### src/wdm_pkg.sv
`timescale 1ns / 1ps
`default_nettype none
// ----------------------------------------------------------------------------
// wdm_pkg
// Types and constants shared by the weight drop monitor: command codes,
// register indexes, the configuration set and the control state.
// ----------------------------------------------------------------------------
package wdm_pkg;

    typedef enum logic [1:0] {
        CMD_TICK    = 2'd0,
        CMD_CLEAR   = 2'd1,
        CMD_RESTART = 2'd2,
        CMD_NONE    = 2'd3
    } t_cmd;

    localparam int REG_INDEX_BITS = 3;
    localparam int PADDR_BITS     = 5;
    localparam int PDATA_BITS     = 32;

    localparam logic [REG_INDEX_BITS-1:0] REG_SAMPLE_INTERVAL = 3'd0;
    localparam logic [REG_INDEX_BITS-1:0] REG_ERROR_THRESHOLD = 3'd1;
    localparam logic [REG_INDEX_BITS-1:0] REG_DIFF_THRESHOLD  = 3'd2;
    localparam logic [REG_INDEX_BITS-1:0] REG_ALERT_ON        = 3'd3;
    localparam logic [REG_INDEX_BITS-1:0] REG_SKIP_INTERVAL   = 3'd4;
    localparam logic [REG_INDEX_BITS-1:0] REG_SKIP_TIME       = 3'd5;

    localparam logic [15:0] SECONDS_PER_MINUTE = 16'd60;
    localparam logic [7:0]  COUNT_MAX          = 8'hFF;

    typedef struct packed {
        logic [7:0]  sample_interval;
        logic [7:0]  error_threshold;
        logic [15:0] diff_threshold_milli;
        logic        alert_on;
        logic [9:0]  check_minutes;
        logic [9:0]  skip_minutes;
    } t_cfg;

    typedef struct packed {
        logic        baseline_valid;
        logic [7:0]  sample_tick_count;
        logic [7:0]  low_diff_count;
        logic        alarm_latched;
        logic        skip_active;
        logic [15:0] check_seconds;
        logic [15:0] skip_seconds;
    } t_ctl;

endpackage
`default_nettype wire

### src/wdm_step.sv
`timescale 1ns / 1ps
`default_nettype none
// ----------------------------------------------------------------------------
// wdm_step
// Next-state logic for one item: skip duty timer, sample counter, weight
// difference, error counting and alarm latch.
// ----------------------------------------------------------------------------
module wdm_step import wdm_pkg::*; #(
    parameter int WEIGHT_BITS = 24
) (
    input  var t_cfg                     i_cfg,
    input  var t_ctl                     i_ctl,
    input  var t_cmd                     i_cmd,
    input  wire logic [WEIGHT_BITS-1:0]  i_weight,
    input  wire logic [WEIGHT_BITS-1:0]  i_prev_weight,
    input  wire logic [WEIGHT_BITS:0]    i_last_diff,
    output t_ctl                         o_ctl,
    output logic [WEIGHT_BITS-1:0]       o_prev_weight,
    output logic [WEIGHT_BITS:0]         o_last_diff,
    output logic                         o_sampled
);

    logic [15:0]            check_inc;
    logic [15:0]            skip_inc;
    logic [15:0]            check_limit;
    logic [15:0]            skip_limit;
    logic [7:0]             tick_inc;
    logic [WEIGHT_BITS-1:0] base_weight;
    logic signed [WEIGHT_BITS:0] diff;
    logic signed [WEIGHT_BITS:0] diff_threshold;
    t_ctl                   ctl;

    assign check_inc   = i_ctl.check_seconds + 16'd1;
    assign skip_inc    = i_ctl.skip_seconds + 16'd1;
    assign check_limit = 16'({6'd0, i_cfg.check_minutes} * SECONDS_PER_MINUTE);
    assign skip_limit  = 16'({6'd0, i_cfg.skip_minutes} * SECONDS_PER_MINUTE);
    assign tick_inc    = i_ctl.sample_tick_count + 8'd1;
    assign base_weight = i_ctl.baseline_valid ? i_prev_weight : i_weight;
    assign diff = $signed({i_weight[WEIGHT_BITS-1], i_weight})
                - $signed({base_weight[WEIGHT_BITS-1], base_weight});
    assign diff_threshold = $signed({{(WEIGHT_BITS-15){i_cfg.diff_threshold_milli[15]}},
                                     i_cfg.diff_threshold_milli});

    always_comb begin
        ctl           = i_ctl;
        o_prev_weight = i_prev_weight;
        o_last_diff   = i_last_diff;
        o_sampled     = 1'b0;
        case (i_cmd)
            CMD_TICK: begin
                if (i_cfg.check_minutes != 10'd0 && !i_ctl.alarm_latched) begin
                    if (i_ctl.skip_active) begin
                        if (skip_inc >= skip_limit) begin
                            ctl.skip_seconds = 16'd0;
                            ctl.skip_active  = 1'b0;
                        end else begin
                            ctl.skip_seconds = skip_inc;
                        end
                    end else begin
                        if (check_inc >= check_limit) begin
                            ctl.check_seconds = 16'd0;
                            ctl.skip_active   = 1'b1;
                        end else begin
                            ctl.check_seconds = check_inc;
                        end
                    end
                end
                if (!ctl.skip_active) begin
                    ctl.sample_tick_count = tick_inc;
                    if (tick_inc >= i_cfg.sample_interval) begin
                        ctl.sample_tick_count = 8'd0;
                        ctl.baseline_valid    = 1'b1;
                        o_sampled             = 1'b1;
                        o_last_diff           = diff;
                        o_prev_weight         = i_weight;
                        if (i_cfg.alert_on) begin
                            if (diff < diff_threshold) begin
                                if (i_ctl.low_diff_count != COUNT_MAX) begin
                                    ctl.low_diff_count = i_ctl.low_diff_count + 8'd1;
                                end
                            end else begin
                                ctl.low_diff_count = 8'd0;
                            end
                        end
                    end
                    if (!ctl.alarm_latched && ctl.low_diff_count >= i_cfg.error_threshold) begin
                        ctl.alarm_latched = 1'b1;
                    end
                end
            end
            CMD_CLEAR: begin
                if (i_ctl.alarm_latched) begin
                    ctl.low_diff_count = 8'd0;
                    ctl.alarm_latched  = 1'b0;
                    ctl.baseline_valid = 1'b0;
                end
                if (!ctl.skip_active && !ctl.alarm_latched
                        && ctl.low_diff_count >= i_cfg.error_threshold) begin
                    ctl.alarm_latched = 1'b1;
                end
            end
            CMD_RESTART: begin
                ctl.low_diff_count    = 8'd0;
                ctl.alarm_latched     = 1'b0;
                ctl.baseline_valid    = 1'b0;
                ctl.skip_active       = 1'b0;
                ctl.check_seconds     = 16'd0;
                ctl.skip_seconds      = 16'd0;
                ctl.sample_tick_count = 8'd0;
            end
            default: begin
                ctl = i_ctl;
            end
        endcase
        o_ctl = ctl;
    end

endmodule
`default_nettype wire

### src/weight_drop_monitor_with_skip_timer.sv
`timescale 1ns / 1ps
`default_nettype none
// ----------------------------------------------------------------------------
// weight_drop_monitor_with_skip_timer
// Load-cell weight drop monitor with a skip duty timer and a latching alarm.
// ----------------------------------------------------------------------------
// Each item is a command (tick, clear, restart) with a weight. An item is
// registered at the input, processed by one pass of next-state logic, and
// its result is held in an output register, so the block takes one item per
// cycle unless the result side stalls, which holds the output register and
// then the input register. The user must write configuration through the
// APB port while no item is in flight; the block does not enforce this.
module weight_drop_monitor_with_skip_timer import wdm_pkg::*; #(
    parameter int WEIGHT_BITS = 24
) (
    input  wire logic                    i_clk,
    input  wire logic                    i_rst_n,
    input  wire logic                    psel,
    input  wire logic                    penable,
    input  wire logic                    pwrite,
    input  wire logic [PADDR_BITS-1:0]   paddr,
    input  wire logic [PDATA_BITS-1:0]   pwdata,
    output logic [PDATA_BITS-1:0]        prdata,
    output logic                         pready,
    input  wire logic                    i_in_valid,
    output logic                         o_in_stall,
    input  wire logic [1:0]              i_cmd,
    input  wire logic [WEIGHT_BITS-1:0]  i_weight_milli,
    output logic                         o_out_valid,
    input  wire logic                    i_out_stall,
    output logic                         o_alarm,
    output logic                         o_skipping,
    output logic                         o_sampled,
    output logic [WEIGHT_BITS:0]         o_weight_diff_milli,
    output logic [7:0]                   o_error_count
);

    t_cfg                   r_cfg;
    t_ctl                   r_ctl;
    t_ctl                   n_ctl;
    logic [WEIGHT_BITS-1:0] r_prev_weight;
    logic [WEIGHT_BITS-1:0] n_prev_weight;
    logic [WEIGHT_BITS:0]   r_last_diff;
    logic [WEIGHT_BITS:0]   n_last_diff;
    logic                   n_sampled;

    logic                   r_in_valid;
    t_cmd                   r_in_cmd;
    logic [WEIGHT_BITS-1:0] r_in_weight;

    logic                   r_out_valid;
    logic                   r_out_sampled;

    logic                   out_free;
    logic                   proc_move;
    logic                   in_take;
    logic                   cfg_write;
    logic [REG_INDEX_BITS-1:0] reg_index;

    assign out_free   = !r_out_valid || !i_out_stall;
    assign proc_move  = r_in_valid && out_free;
    assign o_in_stall = r_in_valid && !out_free;
    assign in_take    = i_in_valid && !o_in_stall;
    assign pready     = 1'b1;
    assign cfg_write  = psel && penable && pwrite;
    assign reg_index  = paddr[PADDR_BITS-1:2];

    wdm_step #(
        .WEIGHT_BITS (WEIGHT_BITS)
    ) u_step (
        .i_cfg         (r_cfg),
        .i_ctl         (r_ctl),
        .i_cmd         (r_in_cmd),
        .i_weight      (r_in_weight),
        .i_prev_weight (r_prev_weight),
        .i_last_diff   (r_last_diff),
        .o_ctl         (n_ctl),
        .o_prev_weight (n_prev_weight),
        .o_last_diff   (n_last_diff),
        .o_sampled     (n_sampled)
    );

    always_ff @(posedge i_clk) begin
        if (!i_rst_n) begin
            r_cfg.sample_interval      <= 8'd5;
            r_cfg.error_threshold      <= 8'd3;
            r_cfg.diff_threshold_milli <= 16'd0;
            r_cfg.alert_on             <= 1'b1;
            r_cfg.check_minutes        <= 10'd0;
            r_cfg.skip_minutes         <= 10'd0;
        end else if (cfg_write) begin
            case (reg_index)
                REG_SAMPLE_INTERVAL: r_cfg.sample_interval      <= pwdata[7:0];
                REG_ERROR_THRESHOLD: r_cfg.error_threshold      <= pwdata[7:0];
                REG_DIFF_THRESHOLD:  r_cfg.diff_threshold_milli <= pwdata[15:0];
                REG_ALERT_ON:        r_cfg.alert_on             <= pwdata[0];
                REG_SKIP_INTERVAL:   r_cfg.check_minutes        <= pwdata[9:0];
                REG_SKIP_TIME:       r_cfg.skip_minutes         <= pwdata[9:0];
                default: begin
                end
            endcase
        end
    end

    always_comb begin
        case (reg_index)
            REG_SAMPLE_INTERVAL: prdata = {24'd0, r_cfg.sample_interval};
            REG_ERROR_THRESHOLD: prdata = {24'd0, r_cfg.error_threshold};
            REG_DIFF_THRESHOLD:  prdata = {16'd0, r_cfg.diff_threshold_milli};
            REG_ALERT_ON:        prdata = {31'd0, r_cfg.alert_on};
            REG_SKIP_INTERVAL:   prdata = {22'd0, r_cfg.check_minutes};
            REG_SKIP_TIME:       prdata = {22'd0, r_cfg.skip_minutes};
            default:             prdata = '0;
        endcase
    end

    always_ff @(posedge i_clk) begin
        if (!i_rst_n) begin
            r_in_valid    <= 1'b0;
            r_out_valid   <= 1'b0;
            r_ctl         <= '0;
            r_prev_weight <= '0;
            r_last_diff   <= '0;
        end else begin
            if (in_take) begin
                r_in_valid <= 1'b1;
            end else if (proc_move) begin
                r_in_valid <= 1'b0;
            end
            if (proc_move) begin
                r_out_valid   <= 1'b1;
                r_ctl         <= n_ctl;
                r_prev_weight <= n_prev_weight;
                r_last_diff   <= n_last_diff;
            end else if (out_free) begin
                r_out_valid <= 1'b0;
            end
        end
    end

    always_ff @(posedge i_clk) begin
        if (in_take) begin
            r_in_cmd    <= t_cmd'(i_cmd);
            r_in_weight <= i_weight_milli;
        end
        if (proc_move) begin
            r_out_sampled <= n_sampled;
        end
    end

    assign o_out_valid         = r_out_valid;
    assign o_alarm             = r_ctl.alarm_latched;
    assign o_skipping          = r_ctl.skip_active;
    assign o_sampled           = r_out_sampled;
    assign o_weight_diff_milli = r_last_diff;
    assign o_error_count       = r_ctl.low_diff_count;

endmodule
`default_nettype wire
### config.mk
export PLATFORM = sky130hd
export DESIGN_NAME = weight_drop_monitor_with_skip_timer
export DESIGN_NICKNAME = d
export VERILOG_FILES = /design/src/wdm_pkg.sv /design/src/wdm_step.sv /design/src/weight_drop_monitor_with_skip_timer.sv
export SDC_FILE = /design/constraint.sdc
export NUM_CORES = 1
export LEC_CHECK = 0
export BUFFER_PORTS_ARGS = -buffer_cell sky130_fd_sc_hd__buf_2
export CAP_MARGIN = 30
export CORE_MARGIN = 4
export CORE_UTILIZATION = 40
export DETAILED_ROUTE_END_ITERATION = 8
export PLACE_DENSITY_LB_ADDON = 0.1
export SKIP_LAST_GASP = 1
export SYNTH_ARGS = -nofsm -noshare
export SYNTH_HDL_FRONTEND = slang
export SYNTH_HIERARCHICAL = 1
export SYNTH_SLANG_ARGS = --single-unit
export TNS_END_PERCENT = 5
### constraint.sdc
create_clock -name i_clk -period 8.9 [get_ports i_clk]
set_clock_uncertainty 0.1 [all_clocks]
set_input_delay 2.225 -clock i_clk [delete_from_list [all_inputs] [get_ports i_clk]]
set_output_delay 2.225 -clock i_clk [all_outputs]
set_load 0.05 [all_outputs]
==> impl_metrics.py, run 1 <==
metrics = {
    "outcome": {
        "status": "finished, final reports clean",
    },
    "clock_network": {
        "clockRootBuffer": "clkbuf_16",
        "clock_latency_ns": 0.46,
        "cts_resized": 0,
        "post_cts_buffers": 0,
        "cts_buffers": 17,
        "cts_buffer_depth": 2,
        "cts_hold_buf": 0,
        "tritoncts": "built",
        "clk_pin_slew_ns": 0.08,
        "clkSinkCount": 182,
        "htreeDepth": 4,
    },
    "synthesis": {
        "yosys_warnings": 6,
        "syn-cell-area_um2": 14500,
        "yosys.area.top_type": "dfxtp_1",
        "synth_commonest_cells": "nand2_1, dfxtp_1, ha_1",
        "synth-main-ff-cell": "dfxtp_1",
        "synth.distinct_cells": 77,
        "ys_seq_area_share_pct": 27.0,
        "async_flop_share_pct": 0,
        "synth_seq_cells": 182,
        "synthTopCellsByArea": "dfxtp_1, ha_1, nand2_1, mux2i_1, edfxtp_1",
        "synth_edf_count": 27,
        "yosysTopAreaCellShare_pct": 21.4,
        "synth.most_common_cell": "nand2_1",
        "syn_avg_cell_area_um2": 8.26,
        "syn-instance-count": 1754,
    },
    "layout": {
        "syn_to_final_growth_pct": 9.40,
        "design_area_um2": 15800,
        "n_fill_cell": 3574,
        "nNetsFinal": 2053,
        "drive_above_1_share_pct": 10.2,
    },
    "setup_path": {
        "cp_slowest_cell": "dfxtp_1",
        "slowest_delay_ns": 0.84,
        "cp-start-kind": "register",
        "cpMostUsedCell": "a21oi_1",
        "worstPathMaxFanout": 16,
        "criticalPathCategory": "register to register",
        "crit_arrival_ns": 7.21,
        "required_ns": 9.14,
        "cp-end-kind": "register",
    },
    "floorplanning": {
        "die_w_um": 198,
        "io_pins": 141,
        "dieArea_um2": 39300,
        "initial_core_util_pct": 40.6,
        "chipHeight_um": 198,
        "fp.coreArea_um2": 35700,
        "rows": 69,
    },
    "placed_design": {
        "postPlaceCellArea_um2": 15300,
        "gp_congestion": 0.842,
        "dp_slack_ns": 1.93,
        "io_buffers": 105,
        "hpwl_mm": 27.9,
    },
    "power": {
        "finalPower_mw": 1.98,
        "pwr-share-seq_pct": 43.1,
        "power.switching_mw": 0.619,
        "intPower_mw": 1.36,
        "switching_share_pct": 31.2,
        "power_density_nw_per_um2": 125,
        "p_comb_share_pct": 16.9,
        "p_clk_share_pct": 40.0,
        "p_leak_nw": 6.79,
        "peakVddDrop_uv": 133,
    },
    "job": {
        "max-cap-violations": 0,
    },
    "global_routing": {
        "grt_max_degree": 81,
        "grt_use_total_pct": 19.3,
        "antenna_found_initial": 0,
        "gr-total-overflow": 0,
        "grt_pass1_vias": 11400,
        "grt_pass1_wl_mm": 61.4,
    },
    "route": {
        "num_vias": 11900,
        "viasPerCell": 5.23,
        "drt-total-wl_mm": 37.7,
        "met3_length_mm": 1.28,
        "drt-wirelength-per-cell_um": 16.5,
        "drc_errors": 0,
        "drtIter0Drc": 560,
        "wl_met1_mm": 18.5,
        "highest_layer": "met4",
        "drtPass1Iterations": 6,
        "wl_met2_mm": 17.5,
        "ant_nets": 0,
    },
    "worst_hold_path": {
        "hold_path_class": "register to register",
    },
    "timing": {
        "min_period_over_period_pct": 78.3,
        "drv_slew": 0,
        "max_slew_margin_pct": 40.0,
        "hold_violations": 0,
        "period_needed_ns": 6.97,
        "tightestPinTransition_ns": 0.894,
        "fin_ws_ns": 1.93,
        "fin_tns_setup_ns": 0,
        "rsz0062_at_grt": "no",
        "max_freq_ghz": 0.144,
        "whs_ns": 0.378,
        "setup_viol": 0,
    },
}
[critical path: cells and delay by family, from the launching register on]
family                   cells  cell delay [ns]
flip-flops                   1             0.84
adder cells (fa/ha/maj)      3             0.89
AND/OR/NAND/NOR              8             1.19
XOR/XNOR                     1             0.34
multiplexers                 1             0.22
AO/OA/AOI/OAI               15             2.84
buffers and inverters        1             0.39
[through the flow]
| step | utilization [%] | instances |
|---|---|---|
| after global routing | 44.4 | 2277 |
| final | 44.4 | 2279 |
| after CTS | 44.4 | 2277 |
| after detailed placement | 42.8 | 2245 |
| after floorplan | - | 1769 |
| after global placement | 42.7 | 2244 |
[registers in the layout (all words and copies together), names as in the netlist]
signal / flops
r_cfg: 53
r_ctl: 41
o_weight_diff_milli: 25
r_in_weight: 24
r_prev_weight: 24
o_error_count: 8
r_in_cmd: 2
o_alarm: 1
o_out_valid: 1
o_sampled: 1
o_skipping: 1
r_in_valid: 1
[cells by family (layout without fill, tap and decap cells)]
kind of cell	count (synthesis)	count (layout)	synth area share, %
simple gates	653	653	19.8
compound gates	382	382	18.7
buf+inv	187	234	5.83
flops	182	182	27.0
fa+ha+maj	180	180	17.4
mux	97	97	6.90
xor+xnor	71	71	4.29
other cells	2	19	0.0518
[power by group through the flow]
stage | logic [mW] | registers [mW] | clock network [mW]
6_report | 0.335 | 0.854 | 0.792
2_1_floorplan | 0.243 | 0.872 | 0
3_3_place_gp | 0.329 | 0.873 | 0
4_1_cts | 0.337 | 0.854 | 0.819
5_1_grt | 0.372 | 0.856 | 0.846
3_5_place_dp | 0.335 | 0.874 | 0
[layout by cell type (no fill, tap or decap), types with 24 or more instances in the layout]
| cell | synthesis | final |
|---|---|---|
| nand3_1 | 35 | 35 |
| edfxtp_1 | 27 | 27 |
| fa_1 | 35 | 35 |
| xor2_1 | 29 | 29 |
| xnor2_1 | 42 | 42 |
| and3_1 | 32 | 32 |
| a21oi_1 | 56 | 56 |
| a21boi_0 | 104 | 104 |
| nand2_1 | 446 | 446 |
| nor2_1 | 40 | 40 |
| ha_1 | 145 | 145 |
| dfxtp_1 | 155 | 155 |
| o21ai_0 | 67 | 66 |
| mux2i_1 | 83 | 83 |
| nor2b_1 | 25 | 24 |
| a21o_1 | 26 | 26 |
| inv_1 | 79 | 78 |
| buf_2 | 36 | 104 |
[routing by layer]
layer / vias to the layer above / global-route usage [%]
li1: 6158 / -
met1: 5574 / 27.1
met4: 0 / 3.77
met5: - / 0
met3: 21 / 3.01
met2: 175 / 31.9
[area by class of cell]
class                           count  area (um2)  share of cell area, %
Tap cell                          461         577                   3.64
Clock inverter                     15         160                   1.01
Antenna cell                        2        5.00                 0.0316
Sequential cell                   182        3910                   24.7
Timing Repair Buffer              121         668                   4.22
Multi-Input combinational cell   1400        9790                   61.8
Clock buffer                       17         425                   2.68
Inverter                           81         305                   1.93
[final timing paths]
path                            cells after the start      start        end  slack, ns
worst min-delay path                                2  r_cfg[35]  r_cfg[35]       0.38
worst max-delay path                               29  r_ctl[50]    o_alarm       1.93
worst max register to register                     29  r_ctl[50]    o_alarm       1.93
worst min register to register                      2  r_cfg[35]  r_cfg[35]       0.38
(Power assumes the default switching activity.)
==> inputs of run 2 (changes only) <==
clock period = 5.83 ns   (was 8.9 ns; I/O delays follow)
==> impl_metrics.py, run 2 (synthesis results as in run 1) <==
metrics = {
    "power": {
        "power.switching_mw": 0.936,
        "switching_share_pct": 30.3,
        "power_density_nw_per_um2": 182,
        "peakVddDrop_uv": 223,
        "p_comb_share_pct": 20.7,
        "intPower_mw": 2.16,
        "finalPower_mw": 3.09,
        "p_leak_nw": 7.41,
        "pwr-share-seq_pct": 42.2,
        "p_clk_share_pct": 37.1,
    },
    "timing": {
        "max_slew_margin_pct": 47.6,
        "period_needed_ns": 5.72,
        "min_period_over_period_pct": 98.2,
        "setup_viol": 0,
        "hold_violations": 0,
        "tightestPinTransition_ns": 0.786,
        "drv_slew": 0,
        "max_freq_ghz": 0.175,
        "fin_tns_setup_ns": 0,
        "rsz0062_at_grt": "yes",
    },
    "layout": {
        "fin_cells": 2393,
        "syn_to_final_growth_pct": 17.2,
        "largest-register": "r_cfg",
        "nNetsFinal": 2168,
        "layout_common_cells": "nand2_1, dfxtp_1, ha_1",
        "drive_above_1_share_pct": 17.3,
        "final_common_cell": "nand2_1",
        "largest_reg_flops": 53,
    },
    "setup_path": {
        "rrSetupSlack_ns": 0.11,
        "cp_slowest_cell": "fa_2",
        "criticalPathCategory": "register to register",
        "worstPathMaxFanout": 6,
        "cp-end-kind": "register",
        "slowest_delay_ns": 0.41,
        "required_ns": 6.07,
        "crit_arrival_ns": 5.96,
        "cp-start-kind": "register",
    },
    "worst_hold_path": {
        "hold_path_class": "register to register",
    },
    "outcome": {
        "status": "finished, final reports clean",
    },
    "global_routing": {
        "grt_use_total_pct": 20.3,
        "antenna_found_initial": 0,
        "gr-total-overflow": 0,
        "grt_pass1_wl_mm": 64.6,
        "grt_max_degree": 84,
        "grt_pass1_vias": 12200,
    },
    "route": {
        "drtPass1Iterations": 5,
        "drt-wirelength-per-cell_um": 16.5,
        "drt-total-wl_mm": 39.6,
        "drc_errors": 0,
        "viasPerCell": 5.23,
        "num_vias": 12500,
        "ant_nets": 0,
        "drtIter0Drc": 660,
    },
    "clock_network": {
        "clock_latency_ns": 0.45,
        "clk_pin_slew_ns": 0.07,
        "cts_buffer_depth": 2,
        "clockRootBuffer": "clkbuf_16",
        "cts_buffers": 17,
        "htreeDepth": 4,
        "clkSinkCount": 182,
        "tritoncts": "built",
    },
    "floorplanning": {
        "chipHeight_um": 198,
        "initial_core_util_pct": 40.6,
        "rows": 69,
        "fp.coreArea_um2": 35700,
        "die_w_um": 198,
        "dieArea_um2": 39300,
        "io_pins": 141,
    },
    "placed_design": {
        "gp_congestion": 0.816,
        "place_inst": 2344,
        "hpwl_mm": 29.4,
        "io_buffers": 105,
    },
    "job": {
        "max-cap-violations": 0,
    },
}
run 2: worst paths after layout:
| path | start | endpoint | cells past startpoint |
|---|---|---|---|
| max | r_ctl[50] | o_alarm | 31 |
| min | r_prev_weight[11] | r_prev_weight[11] | 2 |
| max reg2reg | r_ctl[50] | o_alarm | 31 |
| min reg2reg | r_prev_weight[11] | r_prev_weight[11] | 2 |
run 2: worst max-delay path, delay by kind of cell, from the launching register on:
| family | cells | cell delay, ns |
|---|---|---|
| AO/OA/AOI/OAI | 16 | 2.82 |
| XOR/XNOR | 1 | 0.18 |
| adder cells (fa/ha/maj) | 3 | 0.90 |
| buffers and inverters | 2 | 0.20 |
| flip-flops | 1 | 0.40 |
| AND/OR/NAND/NOR | 9 | 1.00 |
run 2: power groups by stage:
stage                     Sequential, mW  Combinational [mW]  Clock (mW)
after CTS                           1.30               0.620        1.18
after detailed placement            1.33               0.594           0
after global placement              1.33               0.585           0
final                               1.30               0.640        1.15
after floorplan                     1.33               0.372           0
after global routing                1.31               0.706        1.23
run 2: through the flow:
| step | instance area, um2 | setup slack (ns) | hold slack, ns | utilization (%) |
|---|---|---|---|---|
| 6_report | 17000 | 0.107 | 0.379 | 47.6 |
| 5_1_grt | 17000 | -0.163 | 0.394 | 47.6 |
| 4_1_cts | 16800 | 0.00303 | 0.382 | 47.2 |
| 3_5_place_dp | 16100 | -0.247 | 0.366 | 45.0 |
| 3_3_place_gp | 16000 | -0.266 | 0.361 | 44.9 |
| 2_1_floorplan | 14600 | 0.0129 | 0.340 | - |
run 2: layer usage:
metal  routed length, um  global-route usage (%)
met1               19500                    27.8
met2               18400                    34.1
met3                1180                    2.65
met4                 516                    4.62
met5                   0                       0
run 2: layout make-up:
cell class                      instances  area (um2)
Antenna cell                            1        2.50
Clock buffer                           18         429
Clock inverter                         14         125
Fill cell                            3513       18700
Inverter                               81         305
Multi-Input combinational cell       1401       10000
Sequential cell                       182        3920
Tap cell                              461         577
Timing Repair Buffer                  235        1620
run 2: repair_timing:
action	in CTS	in global routing
pin swaps	27	23
cloned	1	1
hold endpoints to repair	0	0
setup endpoints to repair	1	68
setup buffers	11	3
hold buffers	0	0
gates resized for setup	28	27
==> inputs of run 3 (changes only) <==
clock period = 7.1 ns   (was 5.83 ns; I/O delays follow)
==> impl_metrics.py, run 3 (synthesis results as in run 1) <==
metrics = {
    "route": {
        "num_vias": 12000,
        "drt-total-wl_mm": 38.2,
        "viasPerCell": 5.28,
        "drtPass1Iterations": 5,
        "drtIter0Drc": 616,
        "drc_errors": 0,
        "drt-wirelength-per-cell_um": 16.8,
        "ant_nets": 0,
    },
    "job": {
        "max-cap-violations": 0,
    },
    "layout": {
        "final_common_cell": "nand2_1",
        "drive_above_1_share_pct": 10.3,
        "antennaDiodeCount": 0,
        "largest-register": "r_cfg",
        "syn_to_final_growth_pct": 9.41,
        "nNetsFinal": 2054,
        "layout_common_cells": "nand2_1, dfxtp_1, ha_1",
        "multi_input_area_um2": 9790,
        "final_util_pct": 44.5,
        "n_fill_cell": 3589,
        "regArea_um2": 3920,
        "largest_reg_flops": 53,
    },
    "placed_design": {
        "io_buffers": 105,
        "hpwl_mm": 28.2,
        "gp_congestion": 0.829,
        "dp_slack_ns": 0.497,
    },
    "timing": {
        "fin_tns_setup_ns": 0,
        "fin_ws_ns": 0.655,
        "max_slew_margin_pct": 34.9,
        "period_needed_ns": 6.45,
        "setup_viol": 0,
        "tightestPinTransition_ns": 0.970,
        "rsz0062_at_grt": "no",
        "min_period_over_period_pct": 90.8,
        "drv_slew": 0,
        "max_freq_ghz": 0.155,
        "hold_violations": 0,
    },
    "clock_network": {
        "post_cts_buffers": 0,
        "clkSinkCount": 182,
        "cts_buffer_depth": 2,
        "clk_pin_slew_ns": 0.07,
        "tritoncts": "built",
        "cts_hold_buf": 0,
        "cts_resized": 0,
        "cts_buffers": 17,
        "clock_latency_ns": 0.46,
        "htreeDepth": 4,
        "clockRootBuffer": "clkbuf_16",
    },
    "floorplanning": {
        "io_pins": 141,
        "chipHeight_um": 198,
        "die_w_um": 198,
        "rows": 69,
        "dieArea_um2": 39300,
        "fp.coreArea_um2": 35700,
        "initial_core_util_pct": 40.6,
    },
    "setup_path": {
        "required_ns": 7.33,
        "cp-start-kind": "register",
        "worstPathMaxFanout": 9,
        "slowest_delay_ns": 0.48,
        "crit_arrival_ns": 6.68,
        "rr_endpoint": "o_alarm",
        "rr_worst_depth": 29,
        "cp-end-kind": "register",
        "rrSetupSlack_ns": 0.65,
        "cp_slowest_cell": "dfxtp_2",
        "criticalPathCategory": "register to register",
        "regToRegStartpoint": "r_ctl[50]",
    },
    "global_routing": {
        "grt_max_degree": 71,
        "use_met2_pct": 33.1,
        "top_usage_layer": "met2",
        "met3_usage_pct": 2.62,
        "grt_pass1_vias": 12100,
        "grt_pass1_wl_mm": 63.2,
        "antenna_found_initial": 0,
        "gr-total-overflow": 0,
        "grtUsageMet1_pct": 27.1,
        "grt_use_total_pct": 19.8,
    },
    "power": {
        "switching_share_pct": 31.6,
        "pwr-share-seq_pct": 43.8,
        "power_density_nw_per_um2": 154,
        "peakVddDrop_uv": 178,
        "p_comb_share_pct": 17.2,
        "power.switching_mw": 0.773,
        "p_clk_share_pct": 39.0,
        "intPower_mw": 1.67,
        "p_leak_nw": 6.80,
    },
    "worst_hold_path": {
        "min_from": "o_weight_diff_milli[8]",
        "hold_path_class": "register to register",
        "holdPathEnd": "o_weight_diff_milli[8]",
        "hold_depth": 2,
    },
    "outcome": {
        "status": "finished, final reports clean",
    },
}
-- run 3: cell type report --
type                    count  share of cell area, %
multi-input cells        1400                   61.8
repair buffers            122                   4.42
inverters                  81                   1.93
flip-flops and latches    182                   24.7
clock inverters            15                  0.837
well taps                 461                   3.64
clock buffers              17                   2.68
-- run 3: metrics by stage --
| step | instances | total power [mW] | instance area, um2 | hold WS (ns) |
|---|---|---|---|---|
| 3_3_place_gp | 2245 | 1.51 | 15300 | 0.363 |
| 3_5_place_dp | 2246 | 1.52 | 15300 | 0.369 |
| 4_1_cts | 2278 | 2.49 | 15800 | 0.379 |
| 6_report | 2278 | 2.44 | 15800 | 0.381 |
| 2_1_floorplan | 1769 | 1.40 | 14500 | 0.340 |
| 5_1_grt | 2278 | 2.57 | 15800 | 0.400 |
-- run 3: power by group through the flow --
stage / registers [mW] / logic (mW) / clock network (mW)
after floorplan: 1.09 / 0.305 / 0
after global placement: 1.09 / 0.413 / 0
after detailed placement: 1.10 / 0.421 / 0
after CTS: 1.07 / 0.424 / 0.991
after global routing: 1.07 / 0.472 / 1.03
final: 1.07 / 0.420 / 0.952
-- run 3: layer usage --
| layer | share of wire (%) | wire length (um) |
|---|---|---|
| met1 | 49 | 18800 |
| met2 | 47 | 17800 |
| met3 | 2.7 | 1020 |
| met4 | 1.6 | 603 |
| met5 | 0 | 0 |
-- run 3: critical path: cells and delay by family, from the launching register on --
family	cells	cell delay (ns)
AOI/OAI and AO/OA	16	3.14
DFF	1	0.48
and+or+nand+nor	8	1.07
adders and majority gates	4	1.21
xor gates and xnor gates	1	0.33
-- run 3: worst max-delay path by stage --
stage	start	endpoint	slack (ns)	depth (start not counted)
detailed placement	r_ctl[50]	o_alarm	0.50	29
finish	r_ctl[50]	o_alarm	0.65	29
global placement	r_ctl[50]	o_alarm	0.51	29
global route	r_ctl[50]	o_alarm	0.11	29
floorplan	r_ctl[50]	o_alarm	0.86	31
CTS	r_ctl[50]	o_alarm	0.43	29
